## src/hw/rtl/gpmr_pkg.sv

```systemverilog
// Shared types and constants of the grid pattern match-and-rewrite block.
package gpmr_pkg;

    // Operation codes carried by s_operation
    localparam logic [2:0] OP_WR_SRC  = 3'd0;
    localparam logic [2:0] OP_WR_MASK = 3'd1;
    localparam logic [2:0] OP_WR_OUT  = 3'd2;
    localparam logic [2:0] OP_MATCH   = 3'd3;
    localparam logic [2:0] OP_RD_RES  = 3'd4;

    // Configuration register indexes
    localparam logic [2:0] REG_GRID_W  = 3'd0;
    localparam logic [2:0] REG_GRID_H  = 3'd1;
    localparam logic [2:0] REG_PIN_W   = 3'd2;
    localparam logic [2:0] REG_PIN_H   = 3'd3;
    localparam logic [2:0] REG_POUT_W  = 3'd4;
    localparam logic [2:0] REG_POUT_H  = 3'd5;

    // Field widths
    localparam int OP_W       = 3;
    localparam int IDX_W      = 10;
    localparam int POS_W      = 10;
    localparam int COLOUR_W   = 4;
    localparam int MASK_W     = 16;
    localparam int DIM_W      = 11;
    localparam int PDIM_W     = 3;
    localparam int PROD_W     = 2 * DIM_W;
    localparam int CFG_IDX_W  = 3;
    localparam int CFG_DATA_W = 11;
    localparam int ENTRY_W    = COLOUR_W + 1;
    localparam int KEEP_BIT   = COLOUR_W;

    // Reset values of the configuration registers
    localparam logic [DIM_W-1:0]  GRID_DIM_RST = 11'd32;
    localparam logic [PDIM_W-1:0] PAT_DIM_RST  = 3'd1;

    // Controller to datapath commands
    typedef struct packed {
        logic accept;
        logic mul;
        logic walk_init;
        logic walk_next;
        logic walk_out;
        logic copy_init;
        logic copy_step;
        logic res_load;
        logic res_matched;
        logic res_read;
    } cmd_t;

    // Datapath to controller status
    typedef struct packed {
        logic [OP_W-1:0] op;
        logic fit;
        logic in_empty;
        logic out_empty;
        logic cells_zero;
        logic mask_ok;
        logic test_last;
        logic out_last;
        logic copy_last;
    } sts_t;

endpackage

```

## src/hw/rtl/gpmr_ctrl.sv

```systemverilog
// Sequencing state machine of the grid pattern match-and-rewrite block.
module gpmr_ctrl (
    input  logic          aclk,
    input  logic          aresetn,
    input  logic          s_valid,
    output logic          s_ready,
    output logic          m_valid,
    input  logic          m_ready,
    input  gpmr_pkg::sts_t st,
    output gpmr_pkg::cmd_t cmd
);
    import gpmr_pkg::*;

    localparam logic [3:0] S_IDLE  = 4'd0;
    localparam logic [3:0] S_RDRES = 4'd1;
    localparam logic [3:0] S_MUL   = 4'd2;
    localparam logic [3:0] S_FIT   = 4'd3;
    localparam logic [3:0] S_TRD   = 4'd4;
    localparam logic [3:0] S_TCHK  = 4'd5;
    localparam logic [3:0] S_COPY  = 4'd6;
    localparam logic [3:0] S_DRAIN = 4'd7;
    localparam logic [3:0] S_OUTW  = 4'd8;

    logic [3:0] state_reg, state_next;
    logic       m_valid_reg, m_valid_next;
    logic       accept;

    assign s_ready = (state_reg == S_IDLE) && (!m_valid_reg || m_ready);
    assign accept  = s_valid && s_ready;
    assign m_valid = m_valid_reg;

    // Next state and commands
    always_comb begin
        state_next = state_reg;
        cmd        = '0;
        case (state_reg)
            S_IDLE: begin
                if (accept) begin
                    cmd.accept = 1'b1;
                    case (st.op)
                        OP_RD_RES: state_next = S_RDRES;
                        OP_MATCH:  state_next = S_MUL;
                        default: begin
                            cmd.res_load = 1'b1;
                        end
                    endcase
                end
            end
            S_RDRES: begin
                cmd.res_load = 1'b1;
                cmd.res_read = 1'b1;
                state_next   = S_IDLE;
            end
            S_MUL: begin
                cmd.mul    = 1'b1;
                state_next = S_FIT;
            end
            S_FIT: begin
                if (!st.fit) begin
                    cmd.res_load = 1'b1;
                    state_next   = S_IDLE;
                end else if (!st.in_empty) begin
                    cmd.walk_init = 1'b1;
                    state_next    = S_TRD;
                end else if (!st.cells_zero) begin
                    cmd.copy_init = 1'b1;
                    state_next    = S_COPY;
                end else if (st.out_empty) begin
                    cmd.res_load    = 1'b1;
                    cmd.res_matched = 1'b1;
                    state_next      = S_IDLE;
                end else begin
                    cmd.walk_init = 1'b1;
                    state_next    = S_OUTW;
                end
            end
            S_TRD: begin
                state_next = S_TCHK;
            end
            S_TCHK: begin
                if (!st.mask_ok) begin
                    cmd.res_load = 1'b1;
                    state_next   = S_IDLE;
                end else if (!st.test_last) begin
                    cmd.walk_next = 1'b1;
                    state_next    = S_TRD;
                end else if (!st.cells_zero) begin
                    cmd.copy_init = 1'b1;
                    state_next    = S_COPY;
                end else if (st.out_empty) begin
                    cmd.res_load    = 1'b1;
                    cmd.res_matched = 1'b1;
                    state_next      = S_IDLE;
                end else begin
                    cmd.walk_init = 1'b1;
                    state_next    = S_OUTW;
                end
            end
            S_COPY: begin
                cmd.copy_step = 1'b1;
                if (st.copy_last) state_next = S_DRAIN;
            end
            S_DRAIN: begin
                if (st.out_empty) begin
                    cmd.res_load    = 1'b1;
                    cmd.res_matched = 1'b1;
                    state_next      = S_IDLE;
                end else begin
                    cmd.walk_init = 1'b1;
                    state_next    = S_OUTW;
                end
            end
            S_OUTW: begin
                cmd.walk_next = 1'b1;
                cmd.walk_out  = 1'b1;
                if (st.out_last) begin
                    cmd.res_load    = 1'b1;
                    cmd.res_matched = 1'b1;
                    state_next      = S_IDLE;
                end
            end
            default: begin
                state_next = S_IDLE;
            end
        endcase
    end

    // Result word valid: set on load, cleared when taken
    always_comb begin
        if (cmd.res_load) begin
            m_valid_next = 1'b1;
        end else if (m_ready) begin
            m_valid_next = 1'b0;
        end else begin
            m_valid_next = m_valid_reg;
        end
    end

    always_ff @(posedge aclk) begin
        if (!aresetn) begin
            state_reg   <= S_IDLE;
            m_valid_reg <= 1'b0;
        end else begin
            state_reg   <= state_next;
            m_valid_reg <= m_valid_next;
        end
    end

endmodule

```

## config.mk

```make
export PLATFORM = sky130hd
export DESIGN_NAME = gpmr_ctrl
export DESIGN_NICKNAME = d
export VERILOG_FILES = /design/src/hw/rtl/gpmr_pkg.sv /design/src/hw/rtl/gpmr_ctrl.sv
export SDC_FILE = /design/constraint.sdc
export NUM_CORES = 1
export LEC_CHECK = 0
export CORE_AREA = 2 2 39 41
export DETAILED_ROUTE_END_ITERATION = 10
export DIE_AREA = 0 0 41 43
export DONT_BUFFER_PORTS = 1
export GPL_ROUTABILITY_DRIVEN = 0
export PLACE_DENSITY_LB_ADDON = 0.15
export SYNTH_ARGS = -nofsm -noshare
export SYNTH_HDL_FRONTEND = slang
export SYNTH_SLANG_ARGS = --single-unit
```

## constraint.sdc

```tcl
create_clock -name aclk -period 2.2 [get_ports aclk]
set_clock_uncertainty 0.05 [all_clocks]
set_input_delay 0.33 -clock aclk [delete_from_list [all_inputs] [get_ports aclk]]
set_output_delay 0.33 -clock aclk [all_outputs]
set_load 0.03 [all_outputs]
```

==> qor.csv, run 1 <==
metric,value,unit
path_max_fanout,10,
die_y,43,um
fin_crit,2080,ps
drv_slew,0,
synth_top_area_cell,dfxtp_1,
yosys_register_bits,5,
grt_pass1_vias,576,
synth.area.top_cells,"dfxtp_1 19%, nand2_1 6.3%, a21oi_1 4.7%, a31oi_1 4.7%, nor2_1 4.2%",
dr.pass1.iters,4,
synth.area.mux_share,0,%
synth_top_family_by_area,simple AND/OR/NAND/NOR gates,
max_cap_viol_count,0,
synth_top_cell_area_share,18.6,%
portBuffers,0,
whs_endpoint,state_reg[3],
wl_per_cell,14.6,um
ant_nets,0,
vias,609,
cts_buffers,3,
rrSetupSlack,710,ps
cts_buffer_depth,2,
start_util,38.9,%
tns,0,ps
rr_startpoint,state_reg[3],
htreeDepth,1,
synth-xor-area-share,0,%
fmax,480,MHz
die_width,41,um
worst_setup_path_end_kind,output pin,
antenna_found_initial,0,
reg2reg_to,m_valid,
ys_types,35,
final_common_cell,buf_4,
critPathLaunch,state_reg[3],
clkTransAtPathRegs,40,ps
crit_required,1820,ps
synth_ff_type,dfxtp_1,
synth_compound_area_share,33.7,%
setup_violations,0,
core_area,1380,um^2
r2r_cells,4,
ys_seq_area_share,18.6,%
syn-num-nets,89,
critical_path_class,reg2out,
tightest_slew,543,ps
track_usage,19.6,%
p_total,0.249,mW
yosys.area_share.simple,41.6,%
synth-edff-count,0,
drc,0,
syn_avg_cell_area,7.27,um^2
cts-root-buf,clkbuf_4,
drt_iter0_markers,15,
synthCells,74,
grt_start_max_net_pins,15,
maxSlewHeadroom,63.7,%
nets,101,
layout_common_cells,"10 x buf_4, 9 x nand2_1, 6 x nor2_1, 5 x a21oi_1",
die_area,1760,um^2
via_per_inst,6.03,
largest_register_ff_count,4,
status,completed,
synth.cell_area,538,um^2
ys_warn_count,0,
drt-total-wl,1.48,mm
power.density,371,nW/um^2
finalHoldViolations,0,
p_leak,0.276,nW
clock-sinks,5,
yosys.area_share.adder,0,%
regArea,106,um^2
diodes,0,
worstHoldPathType,in2reg,
area_delta_synth_final,24.4,%
cts_tree,done,
hold_path_depth,2,
multi_input_area,419,um^2
rows,14,
num-fill-cells,154,
fin_crit_sh,94.7,%
vdd_drop_max,0.154,mV
clk_latency,240,ps
async_reset_ff_share,0,%
holdWs,153,ps
dp_hpwl,1.17,mm
min_from,aresetn,
grt_pass1_wl,2.37,mm
ctsHoldBuffers,0,
rsz0062_at_grt,no,
grt_overflow,0,
ios,27,
worstPathArrival,1700,ps
layout-drive-gt1-share,27.1,%
worst_setup_path_start_kind,flip-flop,
-- cell usage after synthesis (2+ instances only) --
library cell and number:
nand2_1 9, nor2_1 6, a21oi_1 5, dfxtp_1 5, a31oi_1 4, inv_1 3, nand2b_1 3, o31ai_1 3
a21oi_2 2, and3_1 2, and3b_1 2, buf_2 2, nor2b_1 2, nor3_1 2, o21ai_1 2, or3_1 2
or4b_1 2
-- cell type report --
type	count	share of cell area (%)
clock buffer	4	3.93
inverter	3	1.68
multi-input combinational	62	62.6
sequential	5	15.9
tap	16	2.99
timing repair buffer	11	12.9
-- report_power, final --
group          leakage, nW  switching [mW]  internal, mW
clock network       0.0150          0.0360        0.0685
registers           0.0424         0.00592        0.0922
logic                0.218          0.0262        0.0198
total                0.276          0.0681         0.181
-- metal layers --
metal / vias to the layer above / share of wire [%] / wire length, um / track usage [%]
met5: - / 0 / 0 / 0
met4: 0 / 1.2 / 17 / 10.0
met3: 2 / 5.7 / 84 / 3.66
met2: 25 / 50 / 742 / 31.3
met1: 279 / 43 / 633 / 23.5
li1: 303 / - / - / -
-- logic make-up after synthesis --
| kind of cell | after synthesis |
|---|---|
| compound gates | 26 |
| buf+inv | 7 |
| flops | 5 |
| simple gates | 36 |
-- worst max-delay path by stage --
stage | end | depth (start not counted)
floorplan | cmd[1] | 5
global placement | cmd[1] | 5
detailed placement | cmd[1] | 5
CTS | cmd[1] | 5
global route | cmd[1] | 5
finish | cmd[2] | 4
-- critical path, stage by stage, from the launching register on --
cell	delay, ps
dfxtp_2	350
or4_4	560
nor3b_4	220
a21oi_2	90
nand2_1	240
-- metrics by stage --
step | cells | cell area, um^2 | util, % | worst slack [ps]
floorplan | 74 | 544 | - | 116
global placement | 95 | 611 | 44.1 | 261
detailed placement | 95 | 611 | 44.1 | 215
CTS | 101 | 661 | 47.7 | 16.2
global route | 101 | 669 | 48.4 | 3.89
finish | 101 | 669 | 48.4 | 117
-- what timing repair did --
item	in CTS	in global routing
setup endpoints to repair	1	3
buffers inserted	2	0
pin swaps	0	0
resized for setup	3	4
Power figures use the tool's default switching activity.
==> run 2, diff against run 1 <==
PLACE_DENSITY_LB_ADDON = 0.12   (was 0.15)
==> run 2 against run 1 <==
  * Final cell count fell by 0.99%
  * Power is 5.6% higher
  * Utilization is 0.090 points lower
  * Worst hold slack got worse by 18 ps
  * Routed wire length shrank 4.0%
  * Die area unchanged
  * Sequential cell count unchanged
  * Critical endpoint is now cmd[1]
  * Via count fell by 2.1%
  * Clock-buffer cell count did not move
  * Sequential share of layout area down 0.34 points
  * Critical path type unchanged
==> qor.csv, run 2 (same netlist as run 1, synthesis figures left out) <==
metric,value,unit,change
globalRouteMet2Util,23.4,%,-7.8 points
crit_chain,nand3b_1 -> or3_4 -> a21bo_1 -> a31oi_2 -> buf_6,,
via_per_inst,5.96,,-1.2%
nets,100,,-0.99%
fin_util,48.3,%,-0.090 points
clk_latency,260,ps,+20 ps
diodes,0,,unchanged
maxSlewHeadroom,64.2,%,+0.50 points
worstHoldPathType,in2reg,,
grt_pass1_vias,502,,-13%
area_delta_synth_final,24.2,%,
die_area,1760,um^2,unchanged
layout_common_cells,"9 x buf_4, 8 x nand2_1, 6 x nor2_1, 5 x a21oi_1",,
worst_setup_path_start_kind,flip-flop,,
drt_iter0_markers,9,,-6
r2r_cells,4,,unchanged
cpLargestDelayFamily,simple AND/OR/NAND/NOR gates,,
p_leak,0.273,nW,-0.81%
top_usage_layer,met1,,
max_cap_viol_count,0,,unchanged
cts_buffer_depth,2,,unchanged
max_stage_delay,370,ps,-190 ps
setup_violations,0,,unchanged
dr.pass1.iters,4,,unchanged
critical_path_buf_inv_count,1,,+1
antenna_found_initial,0,,unchanged
holdWs,136,ps,-17.6 ps
worstPathArrival,1750,ps,+50 ps
largest_register_ff_count,4,,unchanged
whs_endpoint,state_reg[3],,
htreeDepth,1,,unchanged
vdd_drop_max,0.257,mV,+67%
drc,0,,unchanged
cts-root-buf,clkbuf_4,,
drt-total-wl,1.42,mm,-4.0%
portBuffers,0,,unchanged
tightest_slew,535,ps,-7.44 ps
reg2reg_to,m_valid,,
rrSetupSlack,680,ps,-30 ps
core_area,1380,um^2,unchanged
ant_nets,0,,unchanged
fmax,469,MHz,-2.4%
die_y,43,um,unchanged
layout-drive-gt1-share,29.8,%,+2.7 points
vias,596,,-2.1%
start_util,38.9,%,unchanged
rows,14,,unchanged
use_met1,24.6,%,+1.1 points
final_common_cell,buf_4,,
cts_buffers,3,,unchanged
status,completed,,
grt_start_max_net_pins,14,,-1
min_from,aresetn,,
critical_path_class,reg2out,,
ios,27,,unchanged
track_usage,17.8,%,-1.7 points
rr_startpoint,state_reg[0],,
cts_tree,done,,
critPathLaunch,state_reg[1],,
crit_required,1820,ps,about the same
wl_per_cell,14.2,um,-3.0%
power.density,393,nW/um^2,+5.8%
finalHoldViolations,0,,unchanged
path_max_fanout,8,,-2
rsz0062_at_grt,no,,
grt_overflow,0,,unchanged
clock-sinks,5,,unchanged
cp_slowest_cell,or3_4,,
dp_hpwl,1.10,mm,-6.1%
fin_crit,2130,ps,+50.3 ps
die_width,41,um,unchanged
met3_usage,5.76,%,+2.1 points
clkTransAtPathRegs,50,ps,about the same
drv_slew,0,,unchanged
fin_crit_sh,97.0,%,+2.3 points
hold_path_depth,2,,unchanged
tns,0,ps,unchanged
worst_setup_path_end_kind,output pin,,
grt_pass1_wl,2.10,mm,-11%
num-fill-cells,145,,-5.8%
-- run 2: cell count changes in the layout (fill, tap and decap cells not counted), sizes merged --
cell  previous run  this run
buf             11        10
-- run 2: area by class of cell --
type                       count  area (um^2)  area share (%)
multi-input combinational     62          428            64.0
timing repair buffer          10         78.8            11.8
inverter                       3         11.3            1.69
sequential                     5          104            15.5
tap                           16         20.0            3.00
clock buffer                   4         26.3            3.93
-- run 2: power by group --
group          total, mW  leakage (nW)  internal (mW)  switching, mW
combinational     0.0476         0.216         0.0204         0.0272
clock              0.116        0.0150         0.0692         0.0469
sequential        0.0988        0.0421         0.0932        0.00565
total              0.262         0.273          0.183         0.0797
-- run 2: worst register-to-register path: cells and delay by family, from the launching register on --
family	cells	cell delay, ps
AND/OR/NAND/NOR	2	780
flip-flops	1	380
AO/OA/AOI/OAI	2	240
-- run 2: through the flow --
stage / instances / setup WS (ps) / instance area, um^2 / power, mW
5_1_grt: 100 / 4.86 / 668 / 0.272
4_1_cts: 100 / 2.21 / 644 / 0.262
3_3_place_gp: 96 / 299 / 618 / 0.147
3_5_place_dp: 96 / 281 / 618 / 0.147
6_report: 100 / 66.5 / 668 / 0.262
2_1_floorplan: 74 / 116 / 544 / 0.140
-- run 2: per-layer routing --
metal	routed length, um	up-vias
li1	-	300
met4	26	0
met2	637	29
met3	120	3
met5	0	-
met1	634	264
-- run 2: worst max path at each step --
stage                  end  slack [ps]  cells after the start
global route        cmd[1]           5                      5
detailed placement  cmd[1]         280                      5
floorplan           cmd[1]         120                      5
global placement    cmd[1]         300                      5
CTS                 cmd[1]           2                      5
finish              cmd[1]          70                      5
-- run 2: what timing repair did --
| action | in CTS | in global routing |
|---|---|---|
| buffers inserted | 0 | 0 |
| hold buffers | 0 | 0 |
| resized for setup | 0 | 9 |
| setup endpoints to repair | 0 | 4 |
==> run 3, diff against run 2 <==
SETUP_SLACK_MARGIN = 0.5   (was default)
==> run 3 against run 2 <==
  * Clock-buffer cell count did not move
  * Via count grew 12%
  * Power down 0.97%
  * Die area stayed put
  * Routed wire length increased by 23%
  * Combinational power grew 5.3%
  * Non-clock buffer count rose by 7
  * Critical path depth decreased by 1
  * Critical path type unchanged
  * First-iteration DRC count up 67%
==> qor.csv, run 3 (same netlist as run 1, synthesis figures left out) <==
metric,value,unit,change
fin_crit,2030,ps,-108 ps
rows,14,,unchanged
via_per_inst,6.26,,+5.1%
start_util,38.9,%,unchanged
p_leak,0.323,nW,+18%
grt_overflow,0,,unchanged
critical_path_class,reg2out,,
rsz0062_at_grt,yes,,
crit_required,1820,ps,about the same
drt_iter0_markers,15,,+6
ios,27,,unchanged
worstHoldPathType,in2reg,,
portBuffers,0,,unchanged
worstPathArrival,1650,ps,-100 ps
cts-root-buf,clkbuf_4,,
vias,670,,+12%
tightest_slew,403,ps,-132 ps
dpl-instance-area,637,um^2,+3.0%
die_y,43,um,unchanged
cts_buffers,3,,unchanged
path_max_fanout,6,,-2
area_delta_synth_final,50.5,%,
critPathLaunch,state_reg[0],,
clock-sinks,5,,unchanged
fmax,494,MHz,+5.3%
fin_crit_sh,92.1,%,-4.9 points
critPathCapture,cmd[1],,
maxSlewHeadroom,73.2,%,+9.0 points
die_width,41,um,unchanged
clk_latency,260,ps,about the same
nets,107,,+7.0%
drc,0,,unchanged
dr.pass1.iters,4,,unchanged
rr_startpoint,state_reg[0],,
worst_setup_path_start_kind,flip-flop,,
fin_util,58.5,%,+10 points
vdd_drop_max,0.204,mV,-21%
power.density,321,nW/um^2,-18%
grt_pass1_vias,631,,+26%
reg2reg_to,state_reg[3],,
final_common_cell,buf_4,,
core_area,1380,um^2,unchanged
final_cell_area,810,um^2,+21%
finalHoldViolations,0,,unchanged
cts_buffer_depth,2,,unchanged
status,completed,,
hold_path_depth,2,,unchanged
antenna_found_initial,0,,unchanged
max_cap_viol_count,0,,unchanged
r2r_cells,5,,+1
drv_slew,0,,unchanged
track_usage,24.7,%,+6.8 points
grt_start_max_net_pins,12,,-2
worst_setup_path_end_kind,output pin,,
layout_common_cells,"13 x buf_4, 8 x nand2_1",,
layout-drive-gt1-share,46.2,%,+16 points
ctsHoldBuffers,0,,unchanged
grt_pass1_wl,2.84,mm,+35%
die_area,1760,um^2,unchanged
dp_hpwl,1.14,mm,+3.9%
tns,0,ps,unchanged
ant_nets,0,,unchanged
wl_per_cell,16.2,um,+15%
cts_tree,done,,
largest_register_ff_count,4,,unchanged
rrSetupSlack,600,ps,-80 ps
drt-total-wl,1.74,mm,+23%
diodes,0,,unchanged
clkTransAtPathRegs,50,ps,about the same
htreeDepth,1,,unchanged
setup_violations,0,,unchanged
run 3: metrics by stage:
step           power (mW)  setup WS (ps)  hold WS [ps]  std cells
4_1_cts             0.266            162           130        105
3_5_place_dp        0.148            254           411         94
2_1_floorplan       0.142            252           396         74
5_1_grt             0.278           91.3           124        107
3_3_place_gp        0.148            282           418         94
6_report            0.260            175           142        107
run 3: layout make-up:
type,count,area (um^2)
inverter,3,11.3
timing repair buffer,17,143
tap,16,20.0
clock buffer,4,26.3
fill,124,574
sequential,5,115
multi-input combinational,62,494
run 3: layer usage:
layer | GRT usage (%) | routed length [um]
met1 | 29.5 | 723
met5 | 0 | 0
met2 | 33.1 | 827
met4 | 18.0 | 42
met3 | 11.0 | 144
run 3: worst min path at each step:
stage / from / to
floorplan: aresetn / state_reg[3]
global placement: aresetn / state_reg[1]
detailed placement: aresetn / state_reg[3]
CTS: aresetn / state_reg[3]
global route: aresetn / state_reg[1]
finish: aresetn / state_reg[3]
run 3: critical path, stage by stage (launching register included):
cell,delay (ps)
dfxtp_4,360
or4b_4,550
inv_2,80
nand2_1,80
a31oi_4,310
run 3: where the power goes:
part | internal, mW | switching (mW) | leakage [nW] | total [mW]
sequential | 0.0886 | 0.00551 | 0.0438 | 0.0941
combinational | 0.0212 | 0.0290 | 0.264 | 0.0501
clock | 0.0692 | 0.0466 | 0.0150 | 0.116
run 3: what timing repair did:
item / 4_1_cts / 5_1_grt
gates resized for setup: 19 / 4
buffers inserted: 7 / 2
setup endpoints to repair: 11 / 9
pin swaps: 9 / 7
